## src/hw/rtl/crg_sqrt.sv

```systemverilog
// Pipelined integer square root, one root bit per stage.
`timescale 1ns / 1ps

module crg_sqrt #(
   parameter int XB = 62,
   parameter int TW = 1
) (
   input  logic                    clock,
   input  logic                    reset,
   input  logic                    in_valid,
   input  logic [XB-1:0]           in_x,
   input  logic [TW-1:0]           in_tag,
   output logic                    out_valid,
   output logic [(XB+1)/2-1:0]     out_root,
   output logic [TW-1:0]           out_tag
);

   localparam int RB = (XB + 1) / 2;

   logic [XB-1:0] rem_w  [0:RB];
   logic [RB-1:0] root_w [0:RB];
   logic [TW-1:0] tag_w  [0:RB];
   logic          vld_w  [0:RB];

   assign rem_w[0]  = in_x;
   assign root_w[0] = '0;
   assign tag_w[0]  = in_tag;
   assign vld_w[0]  = in_valid;

   for (genvar s = 0; s < RB; s++) begin : g_stage
      localparam int B = RB - 1 - s;
      logic [XB:0]   inc;
      logic          fit;
      logic [XB-1:0] rem_in, rem_ff;
      logic [RB-1:0] root_in, root_ff;
      logic [TW-1:0] tag_ff;
      logic          vld_ff;

      // Growth of root squared when bit B is set: root*2^(B+1) + 4^B.
      always_comb begin
         inc     = ((XB+1)'(root_w[s]) << (B + 1)) | ((XB+1)'(1) << (2 * B));
         fit     = ({1'b0, rem_w[s]} >= inc);
         rem_in  = fit ? XB'({1'b0, rem_w[s]} - inc) : rem_w[s];
         root_in = fit ? (root_w[s] | (RB'(1) << B)) : root_w[s];
      end

      always_ff @(posedge clock) begin
         if (reset) begin
            vld_ff <= 1'b0;
         end else begin
            vld_ff <= vld_w[s];
         end
         rem_ff  <= rem_in;
         root_ff <= root_in;
         tag_ff  <= tag_w[s];
      end

      assign rem_w[s+1]  = rem_ff;
      assign root_w[s+1] = root_ff;
      assign tag_w[s+1]  = tag_ff;
      assign vld_w[s+1]  = vld_ff;
   end

   assign out_valid = vld_w[RB];
   assign out_root  = root_w[RB];
   assign out_tag   = tag_w[RB];

endmodule

```

## config.mk

```make
export PLATFORM = sky130hd
export DESIGN_NAME = crg_sqrt
export DESIGN_NICKNAME = d
export VERILOG_FILES = /design/src/hw/rtl/crg_sqrt.sv
export SDC_FILE = /design/constraint.sdc
export NUM_CORES = 2
export LEC_CHECK = 0
export BUFFER_PORTS_ARGS = -buffer_cell sky130_fd_sc_hd__buf_4
export CAP_MARGIN = 20
export CORE_MARGIN = 2
export CORE_UTILIZATION = 62
export DETAILED_ROUTE_END_ITERATION = 10
export HOLD_SLACK_MARGIN = 0.06
export PLACE_DENSITY = 0.78
export SYNTH_ARGS = -nofsm -noshare
export SYNTH_HDL_FRONTEND = slang
export SYNTH_SLANG_ARGS = --single-unit
export TNS_END_PERCENT = 1
```

## constraint.sdc

```tcl
create_clock -name clock -period 4.8 [get_ports clock]
set_input_delay 0.24 -clock clock [delete_from_list [all_inputs] [get_ports clock]]
set_output_delay 0.24 -clock clock [all_outputs]
set_load 0.05 [all_outputs]
```

==> results_dict.tcl <==
set metrics [dict create \
    antenna_left 0 \
    crit_path_end "g_stage[28].rem_ff[51]$_DFF_P_" \
    skew_ns 0.0793 \
    cp_top_family "compound AO/OA/AOI/OAI gates" \
    std_cell_rows 140 \
    preCtsSetupSlack_ns 0.650 \
    cpPeakStageDelay_ns 0.61 \
    cp_num_cells 12 \
    worst_skew_pair.late_latency_ns 0.90 \
    crit_type "reg2reg" \
    p_sw_share_pct 32.7 \
    cts-htree-levels 4 \
    finalCritPeriodShare_pct 89.2 \
    slew_headroom_pct 18.3 \
    finalWorstSetupSlack_ns 0.518 \
    power_frac_comb_pct 24.2 \
    nNetsFinal 9911 \
    clock_power_share_pct 30.5 \
    pin_count 99 \
    ys_seq_area_share_pct 53.6 \
    layout-drive-gt1-share_pct 6.77 \
    antenna_found_initial 16 \
    final_cells 11400 \
    synthArstFlopShare_pct 0 \
    critPathSlowestCell "or4_1" \
    power_density_nw_per_um2 612 \
    cts_tree "done" \
    finalSetupViolations 0 \
    cts.sinks 2418 \
    crit_required_ns 5.56 \
    areaGrowthSynthToFinish_pct 13.6 \
    cts.repair.resized 0 \
    clockBufferDepth 3 \
    tightest_slew_ns 1.21 \
    syn_area_per_cell_um2 10.0 \
    fin_util_pct 70.7 \
    synthFlopType "dfxtp_1" \
    peakVddDrop_mv 0.527 \
    synth_warnings 0 \
    clk_pin_slew_worst_paths_ns 0.07 \
    nFillCells 10200 \
    startpoint "g_stage[27].root_ff[4]$_DFF_P_" \
    grt_setup_unrepaired "false" \
    drv_cap 0 \
    timing.rr.end "g_stage[28].rem_ff[51]$_DFF_P_" \
    totalWireLength_mm 230 \
    syn_inst 9005 \
    final_common_cell "dfxtp_1" \
    r2r-start "g_stage[27].root_ff[4]$_DFF_P_" \
    cts_buffers 224 \
    seqCellArea_um2 48400 \
    syn_nets 9596 \
    r2r_slack_ns 0.52 \
    status "finished, final reports clean" \
    power.switching_w 0.0206 \
    die_h_um 386 \
    grt_max_degree 54 \
    holdWs_ns 0.249 \
    grt.overflow.total 0 \
    p_seq_share_pct 45.3 \
    dp.cells 10900 \
    internal-power_w 0.0423 \
    grt_pass1_wl_mm 359 \
    cp_num_buf_inv 1 \
    dr.first_iter.drc_count 5190 \
    grt_pass1_vias 66600 \
    io_buffers 98 \
    fin_crit_ns 4.28 \
    coreArea_um2 145000 \
    p_leak_nw 47.3 \
    multi_input_area_um2 39000 \
    slew_viol_final 0 \
    yosys_register_bits 2418 \
    hold_viol 0 \
    yosysUniqueCellTypes 90 \
    path_cells "inv_1 > ha_1 > o21ai_0 > a22oi_1 > a31oi_1 > o21ai_1 > a31o_1 > a2111o_1 > or3b_1 > or4_1 > nor4_1 > xor2_1" \
    grtUsageTotal_pct 30.3 \
    most-common-layout-cells "2418 x dfxtp_1, 679 x nor2_1, 651 x a21oi_1" \
    r2r_cells 12 \
    post_cts_buffers 0 \
    start_util_pct 62.2 \
    hold_path_class "in2reg" \
    crit_path_max_fanout 10 \
    root_buffer "clkbuf_16" \
    startpoint_type "flip-flop" \
    gp_congestion 0.957 \
    wl_per_cell_um 20.2 \
    finalSetupTns_ns 0 \
    drc 0 \
    end_kind "flip-flop" \
    die_area_um2 149000 \
    syn-cell-area_um2 90400 \
    vias_per_cell 5.81 \
    die_w_um 386 \
    dr_total_vias 66500 \
    post-dp-hpwl_mm 163 \
    synth_edf_count 0 \
    dr.pass1.iters 9 \
    critical_path_arrival_ns 5.04 \
    clock.fmax_mhz 234 \
]
-- power groups by stage --
stage	registers [W]	clock network (W)	logic, W
4_1_cts	0.0284	0.0192	0.0149
3_3_place_gp	0.0287	0	0.0143
2_1_floorplan	0.0272	0	0.0115
5_1_grt	0.0289	0.0202	0.0167
6_report	0.0285	0.0192	0.0152
3_5_place_dp	0.0288	0	0.0146
-- kinds of logic (layout without fill, tap and decap cells) --
| group | Yosys count | in the layout | synth area share (%) |
|---|---|---|---|
| AOI/OAI and AO/OA | 1664 | 1664 | 11.4 |
| xor gates and xnor gates | 831 | 831 | 8.05 |
| adders and majority gates | 525 | 525 | 7.27 |
| buffers and inverters | 822 | 1328 | 3.42 |
| DFF | 2418 | 2418 | 53.6 |
| muxes | 96 | 96 | 1.18 |
| other | 0 | 2 | 0 |
| and+or+nand+nor | 2649 | 2649 | 15.1 |
-- cell type report --
type	instances	area share, %
sequential	2418	47.1
timing repair buffer	271	2.30
tap	1917	2.34
antenna	2	0.00487
inverter	640	2.34
clock buffer	298	6.09
multi-input combinational	5765	37.9
clock inverter	119	1.87
-- cells in the mapped netlist (18+ instances only) --
cell type,count,area (um2)
dfxtp_1,2418,48400
nor2_1,679,2550
a21oi_1,651,3260
inv_1,636,2390
ha_1,525,6570
nand2_1,480,1800
xnor2_1,470,4120
xor2_1,361,3160
nor4_1,321,2010
o21ai_0,250,1250
nor3_1,247,1240
a21o_1,220,1650
clkbuf_1,171,642
nand3_1,145,726
nand4_1,141,882
nor2b_1,114,713
nand2b_1,107,669
or3_1,88,551
o21a_1,86,646
a31oi_1,55,344
or4_1,55,413
and3_1,51,319
mux2_2,50,563
o21bai_1,50,375
nor4b_1,47,412
o31ai_1,43,323
o21ai_1,42,210
mux2_1,37,417
a211oi_1,34,255
and2_1,31,194
nand4b_1,27,236
o211ai_1,27,203
or2_2,27,169
a21boi_0,26,195
nand3b_1,23,173
a2111oi_0,18,158
-- worst min-delay path: stages --
cell           delay, ns
dlygate4sd3_1       0.53
buf_4               0.12
inv_1               0.06
xnor2_1             0.14
-- sequential cells by signal, summed over array words and instances, names as in the netlist --
name,flops
out_root,31
g_stage.tag_ff,30
g_stage.vld_ff,30
g_stage.root_ff,465
out_valid,1
g_stage.rem_ff,1860
out_tag,1
-- metal layers --
| layer | share of wire [%] | wire length [um] | GRT usage, % | vias up |
|---|---|---|---|---|
| met5 | 0.012 | 27 | 0 | - |
| met4 | 4.8 | 11100 | 14.3 | 4 |
| met2 | 49 | 113000 | 53.5 | 2267 |
| li1 | - | - | - | 31900 |
| met3 | 5.9 | 13500 | 5.26 | 719 |
| met1 | 40 | 92700 | 35.8 | 31500 |
-- through the flow --
| step | power (W) | area [um2] |
|---|---|---|
| finish | 0.0629 | 103000 |
| global route | 0.0658 | 103000 |
| CTS | 0.0625 | 103000 |
| detailed placement | 0.0433 | 93200 |
| global placement | 0.0429 | 93200 |
| floorplan | 0.0387 | 90400 |
-- worst min path at each step --
stage	from	end	slack, ns	depth (start not counted)
2_1_floorplan	in_x[0]	g_stage[0].rem_ff[0]$_DFF_P_	0.27	0
3_3_place_gp	g_stage[29].tag_ff$_DFF_P_	out_tag$_DFF_P_	0.31	0
3_5_place_dp	g_stage[28].tag_ff$_DFF_P_	g_stage[29].tag_ff$_DFF_P_	0.31	0
4_1_cts	in_x[60]	g_stage[0].rem_ff[60]$_DFF_P_	0.16	4
5_1_grt	in_x[60]	g_stage[0].rem_ff[60]$_DFF_P_	0.22	4
6_report	in_x[60]	g_stage[0].rem_ff[60]$_DFF_P_	0.25	4
-- what timing repair did --
item	4_1_cts	5_1_grt
setup endpoints to repair	0	0
hold buffers	129	0
hold endpoints to repair	95	0
(Power assumes the default switching activity.)
