## config.mk

```make
export PLATFORM = sky130hd
export DESIGN_NAME = crg_norm
export DESIGN_NICKNAME = d
export VERILOG_FILES = /design/src/hw/rtl/crg_pkg.sv /design/src/hw/rtl/crg_norm.sv
export SDC_FILE = /design/constraint.sdc
export NUM_CORES = 1
export LEC_CHECK = 0
export ABC_AREA = 1
export BUFFER_PORTS_ARGS = -buffer_cell sky130_fd_sc_hd__buf_2
export CAP_MARGIN = 0
export CORE_ASPECT_RATIO = 2
export CORE_MARGIN = 2
export CORE_UTILIZATION = 52
export DETAILED_ROUTE_END_ITERATION = 6
export PLACE_DENSITY = 0.86
export SYNTH_ARGS = -nofsm -noshare
export SYNTH_HDL_FRONTEND = slang
export SYNTH_SLANG_ARGS = --single-unit
```

## constraint.sdc

```tcl
create_clock -name clock -period 1.4 [get_ports clock]
set_input_delay 0.28 -clock clock [delete_from_list [all_inputs] [get_ports clock]]
set_output_delay 0.28 -clock clock [all_outputs]
set_load 0.05 [all_outputs]
```

## src/hw/rtl/crg_pkg.sv

```systemverilog
// Shared constants and types for the camera ray generator.
`timescale 1ns / 1ps

package crg_pkg;

   localparam int COORD_W    = 12;
   localparam int JIT_W      = 16;
   localparam int DIR_W      = 16;
   localparam int SIZE_W     = 13;
   localparam int SCALE_W    = 16;
   localparam int COMP_W     = 16;
   localparam int BASIS_W    = 48;
   localparam int CSR_IDX_W  = 3;
   localparam int CSR_DATA_W = 48;
   localparam int NORM_W     = 30;

   localparam logic [CSR_IDX_W-1:0] REG_WIDTH  = 3'd0;
   localparam logic [CSR_IDX_W-1:0] REG_HEIGHT = 3'd1;
   localparam logic [CSR_IDX_W-1:0] REG_HSCALE = 3'd2;
   localparam logic [CSR_IDX_W-1:0] REG_VSCALE = 3'd3;
   localparam logic [CSR_IDX_W-1:0] REG_RIGHT  = 3'd4;
   localparam logic [CSR_IDX_W-1:0] REG_UP     = 3'd5;
   localparam logic [CSR_IDX_W-1:0] REG_BACK   = 3'd6;

   localparam logic [SIZE_W-1:0]  RST_WIDTH  = 13'd640;
   localparam logic [SIZE_W-1:0]  RST_HEIGHT = 13'd480;
   localparam logic [SCALE_W-1:0] RST_HSCALE = 16'd2261;
   localparam logic [SCALE_W-1:0] RST_VSCALE = 16'd1697;
   localparam logic [BASIS_W-1:0] RST_RIGHT  = 48'h0000_0000_4000;
   localparam logic [BASIS_W-1:0] RST_UP     = 48'h0000_4000_0000;
   localparam logic [BASIS_W-1:0] RST_BACK   = 48'h4000_0000_0000;

   typedef struct packed {
      logic [SIZE_W-1:0]  width;
      logic [SIZE_W-1:0]  height;
      logic [SCALE_W-1:0] hscale;
      logic [SCALE_W-1:0] vscale;
      logic [BASIS_W-1:0] right;
      logic [BASIS_W-1:0] up;
      logic [BASIS_W-1:0] back;
   } cfg_type;

endpackage

```

## src/hw/rtl/crg_norm.sv

```systemverilog
// Pipelined block normalizer for three magnitudes sharing one shift.
`timescale 1ns / 1ps

module crg_norm #(
   parameter int MW = 50,
   parameter int TW = 1
) (
   input  logic                      clock,
   input  logic                      reset,
   input  logic                      in_valid,
   input  logic [MW-1:0]             in_mag [3],
   input  logic [TW-1:0]             in_tag,
   output logic                      out_valid,
   output logic [crg_pkg::NORM_W-1:0] out_norm [3],
   output logic [TW-1:0]             out_tag
);

   localparam int SH = $clog2(MW);

   logic [MW-1:0] mag_w [0:SH][3];
   logic [TW-1:0] tag_w [0:SH];
   logic          vld_w [0:SH];

   assign mag_w[0] = in_mag;
   assign tag_w[0] = in_tag;
   assign vld_w[0] = in_valid;

   for (genvar s = 0; s < SH; s++) begin : g_stage
      localparam int STEP = 1 << (SH - 1 - s);
      logic [MW-1:0] any_w;
      logic [MW-1:0] mag_in [3];
      logic [MW-1:0] mag_ff [3];
      logic [TW-1:0] tag_ff;
      logic          vld_ff;

      // Shift left whenever the top STEP bits of all three are clear.
      always_comb begin
         any_w = mag_w[s][0] | mag_w[s][1] | mag_w[s][2];
         for (int k = 0; k < 3; k++) begin
            mag_in[k] = (any_w[MW-1 -: STEP] == '0) ? (mag_w[s][k] << STEP) : mag_w[s][k];
         end
      end

      always_ff @(posedge clock) begin
         if (reset) begin
            vld_ff <= 1'b0;
         end else begin
            vld_ff <= vld_w[s];
         end
         mag_ff <= mag_in;
         tag_ff <= tag_w[s];
      end

      assign mag_w[s+1] = mag_ff;
      assign tag_w[s+1] = tag_ff;
      assign vld_w[s+1] = vld_ff;
   end

   always_comb begin
      for (int k = 0; k < 3; k++) begin
         out_norm[k] = mag_w[SH][k][MW-1 -: crg_pkg::NORM_W];
      end
   end

   assign out_valid = vld_w[SH];
   assign out_tag   = tag_w[SH];

endmodule

```

==> impl.org <==
** Setup path
- Arrival time at the worst endpoint :: 2.42 ns
- CP Class :: reg -> reg
- CP Max Fanout :: 5
- CP Capture Type :: register
- For the worst setup path, the data required time is 1.84 ns.
- Nature of the critical path startpoint :: register

** Placement
- Hpwl dp :: 41300 um
- Final RePlAce weighted congestion :: 0.974
- In this run the tool buffered the top-level ports with 245 buffer cells.

** Cells and area
- For this run, the share of the core covered by cells in the final layout is 77.6%.
- Fraction of layout instances using a drive strength above 1 :: 33.6%
- Summing all multi-input logic gate instances after layout gives 0.00834 mm^2.
- Area growth from synthesis to layout :: 47.8%
- The sequential cells in the finished layout cover a total of 0.0138 mm^2.
- The net count of the finished layout is 3351.
- The layout has 2263 filler cells.

** STA
- Setup violators final :: 459
- Minimum clock period :: 1.98 ns
- Period Utilization, post-route :: 142%
- Setup repair after global routing could not meet its margin everywhere.
- Worst Tran Pin Value :: 0.601 ns
- The final-report max-slew violation count is 0.
- Across all hold checks on the routed design, the worst slack comes to -0.00977 ns.
- Worst clock skew :: 0.0317 ns
- Hold violation count in the final report :: 1
- In the final timing run, aggregate negative setup slack is -115.76 ns.
- Maximum clock rate :: 504 MHz
- In the post-route analysis, the smallest setup slack over all paths is -0.584 ns.
- Worst-case headroom to the max-slew limit :: 59.6%

** Logic synthesis
- Flip-flop and latch count after synthesis :: 690
- When the netlist entered floorplanning its net count stood at 2805.
- Cell count after synthesis :: 2651
- Post-synth design cell area :: 0.0224 mm^2
- Count of unique library cells instantiated by Yosys :: 24
- Yosys synthesis warning count :: 0
- The average instance in the mapped netlist occupies 8.43 um^2.
- Seq/Total Area, Yosys :: 61.8%

** Routing
- Drt first pass iters :: 6
- After detailed routing, the number of remaining DRC violations is 0.
- Number of vias after detailed routing :: 21620
- Final ANT Viol Nets :: 0
- After detailed routing, the average wire length per cell comes to 24.0 um.
- Using the TritonRoute via totals, the vias-per-cell ratio works out to 5.70.
- Post-Route WL :: 91000 um
- Number of DRC violations after detailed-routing iteration 0 :: 2443

** Clock tree
- Clock buffer depth :: 3
- CTS H-tree lvls :: 2
- TritonCTS built the clock tree.
- The cell sitting at the root of the clock tree is a sky130_fd_sc_hd__clkbuf_16.
- Clk pin slew, worst setup/hold paths :: 0.07 ns
- Clock insertion delay at the later pin of the skew report :: 0.64 ns
- Clock Sink Count :: 690
- In this run, CTS created clock tree buffers numbering 54.

** Die
- Row cnt :: 107
- Die width :: 151 um
- The die covers 0.0448 mm^2.
- Number of top-level pins :: 246
- DIE HEIGHT :: 297 um
- Area of the placeable core :: 0.0426 mm^2
- The initial utilization of the core area, before any placement, comes to 52.5%.

** Global routing
- Summed over all layers, the global routing overflow is 0.
- Total global-route track usage :: 26.7%
- The number of antenna violations at the first check in global routing came to 12.
- The first global-routing pass estimated 93100 um of wire.
- Pin count of the biggest net entering global routing :: 88
- Number of global-route vias before repair :: 18120

** Outcome
- The final reports fail on hold timing, setup timing.
- Result of the run :: complete, but fails checks

** Power and ir drop
- Standby leakage power :: 15.7 nW
- Overall power :: 42.2 mW
- In this run the power density over the cells is 1280 mW/mm^2.
- Largest vdd supply drop :: 1.13 mV

** Hold path
- In this run the worst hold path is classified as in -> reg.

** Job
- The tool flagged a number of max-cap violations equal to 0.
## metrics by stage
| stage | instances | cell area [um^2] | worst slack, ns |
|---|---|---|---|
| after global placement | 3447 | 25200 | -0.469 |
| after detailed placement | 3447 | 25200 | -0.459 |
| after CTS | 3706 | 29000 | -0.154 |
| after global routing | 3787 | 33000 | -0.654 |
| final | 3790 | 33000 | -0.584 |
| after floorplan | 2651 | 22400 | 0.0439 |
## cells in the final DEF (no fill, tap or decap), types with 43 or more instances in the layout
| cell | Yosys | layout |
|---|---|---|
| sky130_fd_sc_hd__dfxtp_1 | 690 | 668 |
| sky130_fd_sc_hd__a21oi_1 | 134 | 92 |
| sky130_fd_sc_hd__buf_6 | 0 | 72 |
| sky130_fd_sc_hd__dlygate4sd3_1 | 0 | 146 |
| sky130_fd_sc_hd__buf_2 | 70 | 153 |
| sky130_fd_sc_hd__nand3_1 | 201 | 93 |
| sky130_fd_sc_hd__buf_4 | 11 | 180 |
| sky130_fd_sc_hd__inv_1 | 342 | 316 |
| sky130_fd_sc_hd__nand2_2 | 2 | 94 |
| sky130_fd_sc_hd__nor2_1 | 210 | 145 |
| sky130_fd_sc_hd__nor2_4 | 4 | 52 |
| sky130_fd_sc_hd__buf_12 | 0 | 43 |
| sky130_fd_sc_hd__clkbuf_16 | 0 | 101 |
| sky130_fd_sc_hd__nand4_1 | 73 | 73 |
| sky130_fd_sc_hd__nand2_1 | 598 | 470 |
| sky130_fd_sc_hd__nand3_2 | 2 | 101 |
| sky130_fd_sc_hd__o21ai_0 | 149 | 79 |
## worst max-delay path: stages (launching register included)
cell and delay, ns:
sky130_fd_sc_hd__dfxtp_1 0.30, sky130_fd_sc_hd__inv_1 0.23, sky130_fd_sc_hd__nand4_1 0.15, sky130_fd_sc_hd__nor2_1 0.13
sky130_fd_sc_hd__nand2_1 0.10, sky130_fd_sc_hd__nor2_4 0.17, sky130_fd_sc_hd__buf_6 0.17, sky130_fd_sc_hd__buf_8 0.15
sky130_fd_sc_hd__clkbuf_16 0.16, sky130_fd_sc_hd__a21boi_0 0.21
## final cells by class
cell class                      count  share of cell area, %
Sequential cell                   690                   41.9
Multi-Input combinational cell   1427                   25.2
Timing Repair Buffer              672                   21.0
Clock buffer                       76                   4.74
Inverter                          352                   4.03
Tap cell                          545                   2.06
Clock inverter                     23                   1.01
Antenna cell                        5                 0.0379
## report_power, final
| group | total [mW] | internal, mW | switching (mW) |
|---|---|---|---|
| combinational | 3.91 | 1.58 | 2.33 |
| sequential | 21.6 | 20.8 | 0.790 |
| clock | 16.7 | 9.30 | 7.39 |
| total | 42.2 | 31.7 | 10.5 |
## cells by family after synthesis
logic type      synth area share (%)
compound gates                  7.77
buf+inv                         9.58
flops                           61.8
mux                            0.302
simple gates                    20.6
## cell usage after synthesis
master	count	area, um^2
sky130_fd_sc_hd__buf_1	11	41.3
sky130_fd_sc_hd__nand3_2	2	20.0
sky130_fd_sc_hd__nor3_1	1	5.00
sky130_fd_sc_hd__dfxtp_1	690	13800
sky130_fd_sc_hd__a21boi_0	33	248
sky130_fd_sc_hd__nand2_2	2	12.5
sky130_fd_sc_hd__nand2_1	598	2240
sky130_fd_sc_hd__nor2_2	1	6.26
sky130_fd_sc_hd__nor4_1	1	6.26
sky130_fd_sc_hd__a31o_2	4	35.0
sky130_fd_sc_hd__nand4_1	73	457
sky130_fd_sc_hd__nor2_4	4	45.0
sky130_fd_sc_hd__and2_1	1	6.26
sky130_fd_sc_hd__clkbuf_1	92	345
sky130_fd_sc_hd__buf_2	70	350
sky130_fd_sc_hd__inv_1	342	1280
sky130_fd_sc_hd__buf_4	11	82.6
sky130_fd_sc_hd__a21oi_1	134	671
sky130_fd_sc_hd__mux2_2	6	67.6
sky130_fd_sc_hd__o21ai_0	149	746
sky130_fd_sc_hd__o21bai_1	5	37.5
sky130_fd_sc_hd__nor2_1	210	788
sky130_fd_sc_hd__inv_2	10	37.5
sky130_fd_sc_hd__nand3_1	201	1010
## registers in the layout, indices dropped and copies added (netlist names)
signal and cells:
g_stage.mag_ff 588, out_norm 90, g_stage.tag_ff 5, g_stage.vld_ff 5, out_tag 1, out_valid 1
## path summary, 6_finish.rpt
| path | slack (ns) | depth (start not counted) | start | end |
|---|---|---|---|---|
| min | -0.01 | 4 | in_mag[133] | g_stage[0].mag_ff[133] |
| min reg2reg | 0.33 | 0 | g_stage[2].tag_ff | g_stage[3].tag_ff |
| max reg2reg | -0.58 | 9 | g_stage[0].mag_ff[137] | g_stage[1].mag_ff[109] |
| max | -0.58 | 9 | g_stage[0].mag_ff[137] | g_stage[1].mag_ff[109] |
## timing repair
| item | in CTS | in global routing |
|---|---|---|
| hold buffers | 146 | 0 |
| endpoints found under the setup margin | 419 | 518 |
| gates cloned | 6 | 66 |
| resized for setup | 106 | 871 |
| hold endpoints to repair | 155 | 0 |
| setup buffers | 8 | 18 |
| pin swaps | 11 | 128 |
## per-layer routing
metal  wire (um)  track usage (%)
met5          57                0
met4       12400             25.1
met3        8670             4.11
met2       43000             46.6
met1       26900             26.0
(Power assumes the default switching activity.)
